<file path="src/cpa_pkg.sv">
package cpa_pkg;

  localparam int unsigned COORD_WIDTH_DEF = 16;
  localparam int unsigned FRAC_BITS_DEF   = 8;
  localparam int unsigned IO_COORD_W      = 16;
  localparam int unsigned AREA_W          = 32;
  localparam int unsigned AREA_FRAC       = 16;

  // fan triangle sides: (first, prev), (prev, cur), (cur, first)
  localparam logic [1:0] SIDE_FP = 2'd0;
  localparam logic [1:0] SIDE_PC = 2'd1;
  localparam logic [1:0] SIDE_CF = 2'd2;

  typedef enum logic [1:0] {
    SQ_NONE,
    SQ_X,
    SQ_Y
  } sq_op_e;

  typedef enum logic [2:0] {
    U_HOLD,
    U_LD_SIDE,
    U_LD_RAD,
    U_LD_M1,
    U_LD_M2,
    U_LD_M3,
    U_MUL,
    U_SQRT
  } unit_op_e;

  typedef struct packed {
    logic       load_vtx;
    sq_op_e     sq_op;
    logic [1:0] side_sel;
    logic       side_store;
    unit_op_e   unit_op;
    logic       fac_store;
    logic       p1_store;
    logic       tri_acc;
    logic       out_load;
  } cmd_t;

  typedef struct packed {
    logic need_tri;
    logic last;
    logic neg;
    logic out_busy;
  } sts_t;

endpackage

</file>
<file path="src/convex_polygon_area_heron_fan_unit.sv">
// Convex polygon area, fan triangulation with Heron's formula per triangle.
// Input channel: one vertex per transaction (x_coord_i, y_coord_i, signed
// fixed point, last_point_i marks the closing vertex). Output channel: one
// transaction per polygon, area_o in unsigned Q16.16 (saturating), with
// too_few_points_o for polygons of one or two vertices and saturated_o when
// a triangle or the running sum clipped.
// The first two vertices are stored without computation. Every later vertex runs three
// side roots, three chained products and the area root on one shared
// shift-add / restoring-root unit, one bit per cycle; the products and
// the area root are skipped when a factor goes negative.
// The result register is loaded once the last vertex finishes and the
// output register is free. in_stall_o is high while a vertex is processed
// or a result waits. A finished result sits in the output register until
// taken; the next polygon may start meanwhile, and its result then waits.
// After reset all polygon state is zero and no result is pending.
module convex_polygon_area_heron_fan_unit #(
  parameter int unsigned COORD_WIDTH = cpa_pkg::COORD_WIDTH_DEF,
  parameter int unsigned FRAC_BITS   = cpa_pkg::FRAC_BITS_DEF
) (
  input  logic                                  clk_i,
  input  logic                                  rst_ni,
  input  logic                                  in_valid_i,
  output logic                                  in_stall_o,
  input  logic signed [cpa_pkg::IO_COORD_W-1:0] x_coord_i,
  input  logic signed [cpa_pkg::IO_COORD_W-1:0] y_coord_i,
  input  logic                                  last_point_i,
  output logic                                  out_valid_o,
  input  logic                                  out_stall_i,
  output logic [cpa_pkg::AREA_W-1:0]            area_o,
  output logic                                  too_few_points_o,
  output logic                                  saturated_o
);

  cpa_pkg::cmd_t cmd;
  cpa_pkg::sts_t sts;

  cpa_ctrl #(
    .COORD_WIDTH(COORD_WIDTH)
  ) u_ctrl (
    .clk_i     (clk_i),
    .rst_ni    (rst_ni),
    .in_valid_i(in_valid_i),
    .in_stall_o(in_stall_o),
    .sts_i     (sts),
    .cmd_o     (cmd)
  );

  cpa_dpath #(
    .COORD_WIDTH(COORD_WIDTH),
    .FRAC_BITS  (FRAC_BITS)
  ) u_dpath (
    .clk_i           (clk_i),
    .rst_ni          (rst_ni),
    .x_coord_i       (x_coord_i),
    .y_coord_i       (y_coord_i),
    .last_point_i    (last_point_i),
    .out_stall_i     (out_stall_i),
    .out_valid_o     (out_valid_o),
    .area_o          (area_o),
    .too_few_points_o(too_few_points_o),
    .saturated_o     (saturated_o),
    .cmd_i           (cmd),
    .sts_o           (sts)
  );

endmodule

</file>
<file path="src/cpa_ctrl.sv">
module cpa_ctrl #(
  parameter int unsigned COORD_WIDTH = cpa_pkg::COORD_WIDTH_DEF
) (
  input  logic          clk_i,
  input  logic          rst_ni,
  input  logic          in_valid_i,
  output logic          in_stall_o,
  input  cpa_pkg::sts_t sts_i,
  output cpa_pkg::cmd_t cmd_o
);

  localparam int unsigned SW    = COORD_WIDTH + 2;
  localparam int unsigned HW    = SW + 2;
  localparam int unsigned PW    = 2 * HW;
  localparam int unsigned RTW   = 2 * HW;
  localparam int unsigned CNT_W = $clog2(RTW + 1);

  localparam logic [4:0] S_IDLE   = 5'd0;
  localparam logic [4:0] S_DECIDE = 5'd1;
  localparam logic [4:0] S_SQX    = 5'd2;
  localparam logic [4:0] S_SQY    = 5'd3;
  localparam logic [4:0] S_SLD    = 5'd4;
  localparam logic [4:0] S_SRUN   = 5'd5;
  localparam logic [4:0] S_SST    = 5'd6;
  localparam logic [4:0] S_FAC    = 5'd7;
  localparam logic [4:0] S_CHK    = 5'd8;
  localparam logic [4:0] S_M1LD   = 5'd9;
  localparam logic [4:0] S_M1RUN  = 5'd10;
  localparam logic [4:0] S_M1ST   = 5'd11;
  localparam logic [4:0] S_M2LD   = 5'd12;
  localparam logic [4:0] S_M2RUN  = 5'd13;
  localparam logic [4:0] S_M3LD   = 5'd14;
  localparam logic [4:0] S_M3RUN  = 5'd15;
  localparam logic [4:0] S_RLD    = 5'd16;
  localparam logic [4:0] S_RRUN   = 5'd17;
  localparam logic [4:0] S_ACC    = 5'd18;
  localparam logic [4:0] S_OUT    = 5'd19;

  logic [4:0]       state_q, state_d;
  logic [CNT_W-1:0] iter_q, iter_d;
  logic [1:0]       side_q, side_d;
  logic             last_iter;

  assign last_iter  = (iter_q == CNT_W'(1));
  assign in_stall_o = (state_q != S_IDLE);

  always_comb begin
    state_d        = state_q;
    iter_d         = iter_q;
    side_d         = side_q;
    cmd_o          = '0;
    cmd_o.sq_op    = cpa_pkg::SQ_NONE;
    cmd_o.unit_op  = cpa_pkg::U_HOLD;
    cmd_o.side_sel = side_q;
    unique case (state_q)
      S_IDLE: begin
        if (in_valid_i) begin
          cmd_o.load_vtx = 1'b1;
          state_d        = S_DECIDE;
        end
      end
      S_DECIDE: begin
        side_d = cpa_pkg::SIDE_FP;
        if (sts_i.need_tri) begin
          state_d = S_SQX;
        end else if (sts_i.last) begin
          state_d = S_OUT;
        end else begin
          state_d = S_IDLE;
        end
      end
      S_SQX: begin
        cmd_o.sq_op = cpa_pkg::SQ_X;
        state_d     = S_SQY;
      end
      S_SQY: begin
        cmd_o.sq_op = cpa_pkg::SQ_Y;
        state_d     = S_SLD;
      end
      S_SLD: begin
        cmd_o.unit_op = cpa_pkg::U_LD_SIDE;
        iter_d        = CNT_W'(SW);
        state_d       = S_SRUN;
      end
      S_SRUN: begin
        cmd_o.unit_op = cpa_pkg::U_SQRT;
        iter_d        = iter_q - CNT_W'(1);
        if (last_iter) begin
          state_d = S_SST;
        end
      end
      S_SST: begin
        cmd_o.side_store = 1'b1;
        side_d           = side_q + 2'd1;
        state_d          = (side_q == cpa_pkg::SIDE_CF) ? S_FAC : S_SQX;
      end
      S_FAC: begin
        cmd_o.fac_store = 1'b1;
        state_d         = S_CHK;
      end
      S_CHK: begin
        state_d = sts_i.neg ? S_ACC : S_M1LD;
      end
      S_M1LD: begin
        cmd_o.unit_op = cpa_pkg::U_LD_M1;
        iter_d        = CNT_W'(HW);
        state_d       = S_M1RUN;
      end
      S_M1RUN: begin
        cmd_o.unit_op = cpa_pkg::U_MUL;
        iter_d        = iter_q - CNT_W'(1);
        if (last_iter) begin
          state_d = S_M1ST;
        end
      end
      S_M1ST: begin
        cmd_o.p1_store = 1'b1;
        state_d        = S_M2LD;
      end
      S_M2LD: begin
        cmd_o.unit_op = cpa_pkg::U_LD_M2;
        iter_d        = CNT_W'(HW);
        state_d       = S_M2RUN;
      end
      S_M2RUN: begin
        cmd_o.unit_op = cpa_pkg::U_MUL;
        iter_d        = iter_q - CNT_W'(1);
        if (last_iter) begin
          state_d = S_M3LD;
        end
      end
      S_M3LD: begin
        cmd_o.unit_op = cpa_pkg::U_LD_M3;
        iter_d        = CNT_W'(PW);
        state_d       = S_M3RUN;
      end
      S_M3RUN: begin
        cmd_o.unit_op = cpa_pkg::U_MUL;
        iter_d        = iter_q - CNT_W'(1);
        if (last_iter) begin
          state_d = S_RLD;
        end
      end
      S_RLD: begin
        cmd_o.unit_op = cpa_pkg::U_LD_RAD;
        iter_d        = CNT_W'(RTW);
        state_d       = S_RRUN;
      end
      S_RRUN: begin
        cmd_o.unit_op = cpa_pkg::U_SQRT;
        iter_d        = iter_q - CNT_W'(1);
        if (last_iter) begin
          state_d = S_ACC;
        end
      end
      S_ACC: begin
        cmd_o.tri_acc = 1'b1;
        state_d       = sts_i.last ? S_OUT : S_IDLE;
      end
      S_OUT: begin
        if (!sts_i.out_busy) begin
          cmd_o.out_load = 1'b1;
          state_d        = S_IDLE;
        end
      end
      default: begin
        state_d = S_IDLE;
      end
    endcase
  end

  always_ff @(posedge clk_i or negedge rst_ni) begin
    if (!rst_ni) begin
      state_q <= S_IDLE;
      iter_q  <= '0;
      side_q  <= cpa_pkg::SIDE_FP;
    end else begin
      state_q <= state_d;
      iter_q  <= iter_d;
      side_q  <= side_d;
    end
  end

endmodule

</file>
<file path="src/cpa_dpath.sv">
module cpa_dpath #(
  parameter int unsigned COORD_WIDTH = cpa_pkg::COORD_WIDTH_DEF,
  parameter int unsigned FRAC_BITS   = cpa_pkg::FRAC_BITS_DEF
) (
  input  logic                                  clk_i,
  input  logic                                  rst_ni,
  input  logic signed [cpa_pkg::IO_COORD_W-1:0] x_coord_i,
  input  logic signed [cpa_pkg::IO_COORD_W-1:0] y_coord_i,
  input  logic                                  last_point_i,
  input  logic                                  out_stall_i,
  output logic                                  out_valid_o,
  output logic [cpa_pkg::AREA_W-1:0]            area_o,
  output logic                                  too_few_points_o,
  output logic                                  saturated_o,
  input  cpa_pkg::cmd_t                         cmd_i,
  output cpa_pkg::sts_t                         sts_o
);

  localparam int unsigned W   = COORD_WIDTH;
  localparam int unsigned SQW = 2 * W + 3;
  localparam int unsigned SW  = W + 2;
  localparam int unsigned HW  = SW + 2;
  localparam int unsigned PW  = 2 * HW;
  localparam int unsigned RW  = 4 * HW;
  localparam int unsigned RTW = 2 * HW;
  localparam int unsigned TW  = RTW + 14;
  localparam int unsigned LSH = (2 * FRAC_BITS <= 14) ? 14 - 2 * FRAC_BITS : 0;
  localparam int unsigned RSH = (2 * FRAC_BITS > 14) ? 2 * FRAC_BITS - 14 : 0;
  localparam int unsigned AW  = cpa_pkg::AREA_W;

  logic signed [W-1:0] first_x_q, first_y_q, prev_x_q, prev_y_q, cur_x_q, cur_y_q;
  logic [1:0]          cnt_q;
  logic                last_q, need_tri_q, neg_q, ovf_q;
  logic [AW-1:0]       sum_q;
  logic [SQW-1:0]      sq_q;
  logic [SW-1:0]       a_q, b_q, c_q;
  logic [HW-1:0]       s_q, f1_q, f2_q, f3_q;
  logic [PW-1:0]       p1_q, mr_q;
  logic [RW-1:0]       op_q, acc_q;
  logic [RTW-1:0]      rt_q;
  logic [RTW+1:0]      rem_q;
  logic                out_valid_q;

  // side selection and squared distance
  logic signed [W-1:0]   xa, ya, xb, yb;
  logic signed [W:0]     dx, dy, dm;
  logic signed [2*W+1:0] dsq;

  always_comb begin
    case (cmd_i.side_sel)
      cpa_pkg::SIDE_FP: begin
        xa = first_x_q; ya = first_y_q; xb = prev_x_q; yb = prev_y_q;
      end
      cpa_pkg::SIDE_PC: begin
        xa = prev_x_q; ya = prev_y_q; xb = cur_x_q; yb = cur_y_q;
      end
      default: begin
        xa = cur_x_q; ya = cur_y_q; xb = first_x_q; yb = first_y_q;
      end
    endcase
  end

  assign dx  = (W + 1)'(xb) - (W + 1)'(xa);
  assign dy  = (W + 1)'(yb) - (W + 1)'(ya);
  assign dm  = (cmd_i.sq_op == cpa_pkg::SQ_Y) ? dy : dx;
  assign dsq = dm * dm;

  // Heron factors
  logic [HW:0] s_w, f1_w, f2_w, f3_w;
  assign s_w  = (HW + 1)'(a_q) + (HW + 1)'(b_q) + (HW + 1)'(c_q);
  assign f1_w = (HW + 1)'(b_q) + (HW + 1)'(c_q) - (HW + 1)'(a_q);
  assign f2_w = (HW + 1)'(a_q) + (HW + 1)'(c_q) - (HW + 1)'(b_q);
  assign f3_w = (HW + 1)'(a_q) + (HW + 1)'(b_q) - (HW + 1)'(c_q);

  // shared shift-add multiplier / restoring square root
  logic [RTW+1:0] rem_sh, trial;
  assign rem_sh = {rem_q[RTW-1:0], op_q[RW-1 -: 2]};
  assign trial  = {rt_q, 2'b01};

  // triangle area to Q16.16 and sum
  logic [TW-1:0] tri_w;
  logic [AW-1:0] tri32;
  logic          tri_ovf;
  logic [AW:0]   sum_w;
  assign tri_w   = (TW'(rt_q) << LSH) >> RSH;
  assign tri_ovf = !neg_q && (|tri_w[TW-1:AW]);
  assign tri32   = neg_q ? '0 : (tri_ovf ? '1 : tri_w[AW-1:0]);
  assign sum_w   = {1'b0, sum_q} + {1'b0, tri32};

  always_ff @(posedge clk_i) begin
    if (cmd_i.load_vtx) begin
      cur_x_q <= W'(x_coord_i);
      cur_y_q <= W'(y_coord_i);
    end
    if (cmd_i.sq_op == cpa_pkg::SQ_X) begin
      sq_q <= SQW'(dsq);
    end else if (cmd_i.sq_op == cpa_pkg::SQ_Y) begin
      sq_q <= sq_q + SQW'(dsq);
    end
    if (cmd_i.side_store) begin
      case (cmd_i.side_sel)
        cpa_pkg::SIDE_FP: a_q <= rt_q[SW-1:0];
        cpa_pkg::SIDE_PC: b_q <= rt_q[SW-1:0];
        default:          c_q <= rt_q[SW-1:0];
      endcase
    end
    if (cmd_i.fac_store) begin
      s_q   <= s_w[HW-1:0];
      f1_q  <= f1_w[HW-1:0];
      f2_q  <= f2_w[HW-1:0];
      f3_q  <= f3_w[HW-1:0];
      neg_q <= f1_w[HW] | f2_w[HW] | f3_w[HW];
    end
    if (cmd_i.p1_store) begin
      p1_q <= acc_q[PW-1:0];
    end
    unique case (cmd_i.unit_op)
      cpa_pkg::U_LD_SIDE: begin
        op_q  <= RW'(sq_q) << (RW - 2 * SW);
        rt_q  <= '0;
        rem_q <= '0;
      end
      cpa_pkg::U_LD_RAD: begin
        op_q  <= acc_q;
        rt_q  <= '0;
        rem_q <= '0;
      end
      cpa_pkg::U_LD_M1: begin
        op_q  <= RW'(s_q);
        mr_q  <= PW'(f1_q);
        acc_q <= '0;
      end
      cpa_pkg::U_LD_M2: begin
        op_q  <= RW'(f2_q);
        mr_q  <= PW'(f3_q);
        acc_q <= '0;
      end
      cpa_pkg::U_LD_M3: begin
        op_q  <= RW'(p1_q);
        mr_q  <= acc_q[PW-1:0];
        acc_q <= '0;
      end
      cpa_pkg::U_MUL: begin
        if (mr_q[0]) begin
          acc_q <= acc_q + op_q;
        end
        op_q <= op_q << 1;
        mr_q <= mr_q >> 1;
      end
      cpa_pkg::U_SQRT: begin
        op_q <= op_q << 2;
        if (rem_sh >= trial) begin
          rem_q <= rem_sh - trial;
          rt_q  <= {rt_q[RTW-2:0], 1'b1};
        end else begin
          rem_q <= rem_sh;
          rt_q  <= {rt_q[RTW-2:0], 1'b0};
        end
      end
      default: begin
      end
    endcase
    if (cmd_i.out_load) begin
      area_o           <= (cnt_q == 2'd3) ? sum_q : '0;
      too_few_points_o <= (cnt_q != 2'd3);
      saturated_o      <= (cnt_q == 2'd3) & ovf_q;
    end
  end

  // polygon state
  always_ff @(posedge clk_i or negedge rst_ni) begin
    if (!rst_ni) begin
      first_x_q   <= '0;
      first_y_q   <= '0;
      prev_x_q    <= '0;
      prev_y_q    <= '0;
      cnt_q       <= '0;
      sum_q       <= '0;
      ovf_q       <= 1'b0;
      last_q      <= 1'b0;
      need_tri_q  <= 1'b0;
      out_valid_q <= 1'b0;
    end else begin
      if (out_valid_q && !out_stall_i && !cmd_i.out_load) begin
        out_valid_q <= 1'b0;
      end
      if (cmd_i.load_vtx) begin
        last_q     <= last_point_i;
        need_tri_q <= cnt_q[1];
        if (cnt_q == 2'd0) begin
          first_x_q <= W'(x_coord_i);
          first_y_q <= W'(y_coord_i);
          cnt_q     <= 2'd1;
        end else if (cnt_q == 2'd1) begin
          prev_x_q <= W'(x_coord_i);
          prev_y_q <= W'(y_coord_i);
          cnt_q    <= 2'd2;
        end
      end
      if (cmd_i.tri_acc) begin
        prev_x_q <= cur_x_q;
        prev_y_q <= cur_y_q;
        cnt_q    <= 2'd3;
        sum_q    <= sum_w[AW] ? '1 : sum_w[AW-1:0];
        if (tri_ovf || sum_w[AW]) begin
          ovf_q <= 1'b1;
        end
      end
      if (cmd_i.out_load) begin
        out_valid_q <= 1'b1;
        first_x_q   <= '0;
        first_y_q   <= '0;
        prev_x_q    <= '0;
        prev_y_q    <= '0;
        cnt_q       <= '0;
        sum_q       <= '0;
        ovf_q       <= 1'b0;
      end
    end
  end

  assign out_valid_o     = out_valid_q;
  assign sts_o.need_tri  = need_tri_q;
  assign sts_o.last      = last_q;
  assign sts_o.neg       = neg_q;
  assign sts_o.out_busy  = out_valid_q & out_stall_i;

endmodule

</file>
<file path="config.mk">
export PLATFORM = sky130hd
export DESIGN_NAME = convex_polygon_area_heron_fan_unit
export DESIGN_NICKNAME = d
export VERILOG_FILES = /design/src/cpa_pkg.sv /design/src/convex_polygon_area_heron_fan_unit.sv /design/src/cpa_ctrl.sv /design/src/cpa_dpath.sv
export SDC_FILE = /design/constraint.sdc
export NUM_CORES = 2
export LEC_CHECK = 0
export ABC_AREA = 1
export BUFFER_PORTS_ARGS = -buffer_cell sky130_fd_sc_hd__buf_2
export CORE_MARGIN = 4
export CORE_UTILIZATION = 70
export DETAILED_ROUTE_END_ITERATION = 12
export GPL_ROUTABILITY_DRIVEN = 0
export PLACE_DENSITY_LB_ADDON = 0.1
export SETUP_SLACK_MARGIN = 0.4
export SLEW_MARGIN = 30
export SYNTH_ARGS = -nofsm -noshare
export SYNTH_HDL_FRONTEND = slang
export SYNTH_SLANG_ARGS = --single-unit
</file>
<file path="constraint.sdc">
create_clock -name clk_i -period 26.8 [get_ports clk_i]
set_input_delay 1.34 -clock clk_i [delete_from_list [all_inputs] [get_ports clk_i]]
set_output_delay 1.34 -clock clk_i [all_outputs]
set_load 0.005 [all_outputs]
</file>
==> metrics.yaml <==
cts:
  cts_tree: "yes"
  cts_sinks: 670
  ctsResizeCount: 0
  clockBufferDepth: 3
  insertion_delay_ns: 0.67
  cts.hold.buffers_added: 0
  cts_made_buffers: 72
  clk_pin_slew_ns: 0.06
  cts_setup_buffers: 0
  htree_levels: 3
  cts_root_buf: "clkbuf_16"
placed_design:
  numPortBuffers: 72
  dpl.cell_count: 9456
  dp_hpwl_um: 137000
global_route:
  grt.total_usage: 0.3739
  grt_max_degree: 81
  grt_antenna_before_repair: 0
  grtUsageMet2: 0.5894
  overflow: 0
  grt_pass1_vias: 55130
  grt_use_met1: 0.4990
  grt_pass1_wl_um: 283000
  grtUsageMet3: 0.07395
  busiest_layer: "met2"
critical_path:
  critPathBufInv: 12
  worstPathArrival_ns: 12.02
  crit_family: "adder cells"
  startpoint_type: "register"
  cp.required_ns: 27.22
  crit_path_top_delay_cell: "fa_1"
  cpMostUsedCell: "nand2_1"
  worstSetupPathType: "register to register"
  worstSetupEndpointType: "register"
  critical_path_peak_fanout: 32
  slowest_delay_ns: 0.61
finish:
  diodes: 0
  nets: 9141
  fillers: 6874
  post-route-util: 0.7509
  area_growth_pct: 6.057
  final_cells: 9586
  drive_gt1_frac: 0.03523
synthesis:
  ys_ff_latch: 670
  synth-main-ff-cell: "edfxtp_1"
  synthesis.area_um2: 61620
  synth.most_common_cell: "nand2_1"
  yosys_warnings: 0
  ys_seq_area_frac: 0.3172
  async_flop_share: 0.1716
  synth_common_cells: "2270 x nand2_1, 1485 x inv_1, 882 x nor2_1"
  synthDistinctLibCells: 58
  synth_top_area_share: 0.2705
  syn_inst: 8360
  syn_avg_cell_area_um2: 7.371
  synth_edf_count: 555
  synth_top_area_cell: "edfxtp_1"
  syn-num-nets: 9126
  synth_top_cells_by_area: "edfxtp_1 27%, nand2_1 14%, fa_1 9.1%, ha_1 9.1%, inv_1 9.0%"
drt:
  vias: 57160
  routedWlPerCell_um: 18.33
  wl_um: 175700
  firstDrtPassIters: 7
  ant_nets: 0
  drc: 0
  via_per_inst: 5.962
  initialDrtViolationCount: 6151
timing:
  clock_skew_ns: 0.04594
  report.final.slew_viol_count: 0
  fmaxAchievable_ghz: 0.08619
  fin_crit_sh: 0.4329
  rsz0062_at_grt: "no"
  min_period_ns: 11.60
  slew_headroom: 0.3666
  hold-worst-slack_ns: 0.4865
  fin_tns_setup_ns: 0
  finalHoldViolations: 0
  setup_viol: 0
  worstMarginPinSlew_ns: 0.9442
status:
  status: "finished, final reports clean"
floorplan:
  die-area_um2: 92840
  initial_core_util: 0.7081
  io_pins: 73
  die_w_um: 304.7
  coreArea_um2: 87020
  die-height_um: 304.7
  rows: 108
job:
  cap_violations: 0
min_path:
  holdCritPathClass: "register to register"
per-layer routing:
layer | up-vias | part of all wire
met5 | - | 0
met4 | 0 | 0.056
met3 | 655 | 0.10
met2 | 3184 | 0.44
met1 | 26390 | 0.40
li1 | 26930 | -
flip-flops by register name (all words and copies together), names as in the netlist, 32 cells and up:
| register | flops |
|---|---|
| u_dpath.mr_q | 40 |
| u_dpath.sum_q | 32 |
| u_dpath.rt_q | 40 |
| u_dpath.area_o | 32 |
| u_dpath.sq_q | 35 |
| u_dpath.p1_q | 40 |
| u_dpath.rem_q | 40 |
| u_dpath.acc_q | 80 |
| u_dpath.op_q | 80 |
through the flow:
| step | instance area [µm²] | setup WS (ns) |
|---|---|---|
| 5_1_grt | 65350 | 14.44 |
| 3_3_place_gp | 63020 | 15.50 |
| 6_report | 65350 | 15.20 |
| 2_1_floorplan | 61620 | 17.20 |
| 3_5_place_dp | 63030 | 15.17 |
| 4_1_cts | 65340 | 15.15 |
final timing paths:
path                                   start                   to  slack [ns]  depth (start not counted)
max in group asynchronous             rst_ni  u_dpath.prev_y_q[9]       24.75                          2
max                         u_ctrl.side_q[1]     u_dpath.sq_q[22]       15.20                         48
max reg2reg                 u_ctrl.side_q[1]     u_dpath.sq_q[22]       15.20                         48
min in group asynchronous             rst_ni  u_dpath.prev_x_q[9]        0.78                          1
min                        u_dpath.acc_q[22]     u_dpath.p1_q[22]        0.49                          0
min reg2reg                u_dpath.acc_q[22]     u_dpath.p1_q[22]        0.49                          0
placed cells by master (no fill, tap or decap), types with 17 or more instances in the layout:
cell type,count
a21o_1,41
a21oi_1,587
buf_2,71
buf_4,35
clkbuf_1,18
clkbuf_16,75
clkinv_1,19
dfrtp_1,115
edfxtp_1,555
fa_1,281
ha_1,448
inv_1,1484
nand2_1,2268
nand3_1,380
nand4_1,102
nor2_1,878
nor3_1,56
o21a_1,17
o21ai_0,332
o21ai_1,40
o21bai_1,46
o221ai_1,38
o22ai_1,96
or2_2,27
xnor2_1,66
xor2_1,133
layout make-up:
class,instances,area (µm²),share of cell area
flip-flops and latches,670,19540,0.2991
inverters,1510,5679,0.08690
well taps,1155,1445,0.02211
multi-input cells,6013,35720,0.5466
clock inverters,33,319.1,0.004882
repair buffers,108,640.6,0.009803
clock buffers,97,1999,0.03060
cells by family (layout without fill, tap and decap cells):
family,count (synthesis),after routing,share of synthesized area
AO/OA/AOI/OAI,1288,1288,0.1175
flip-flops,670,670,0.3172
adder cells (fa/ha/maj),729,729,0.1823
AND/OR/NAND/NOR,3797,3797,0.2503
XOR/XNOR,199,199,0.02829
buffers and inverters,1677,1748,0.1044
Power is not shown: default switching activity piles up to over one toggle a cycle in this logic, so the estimate is an artifact.
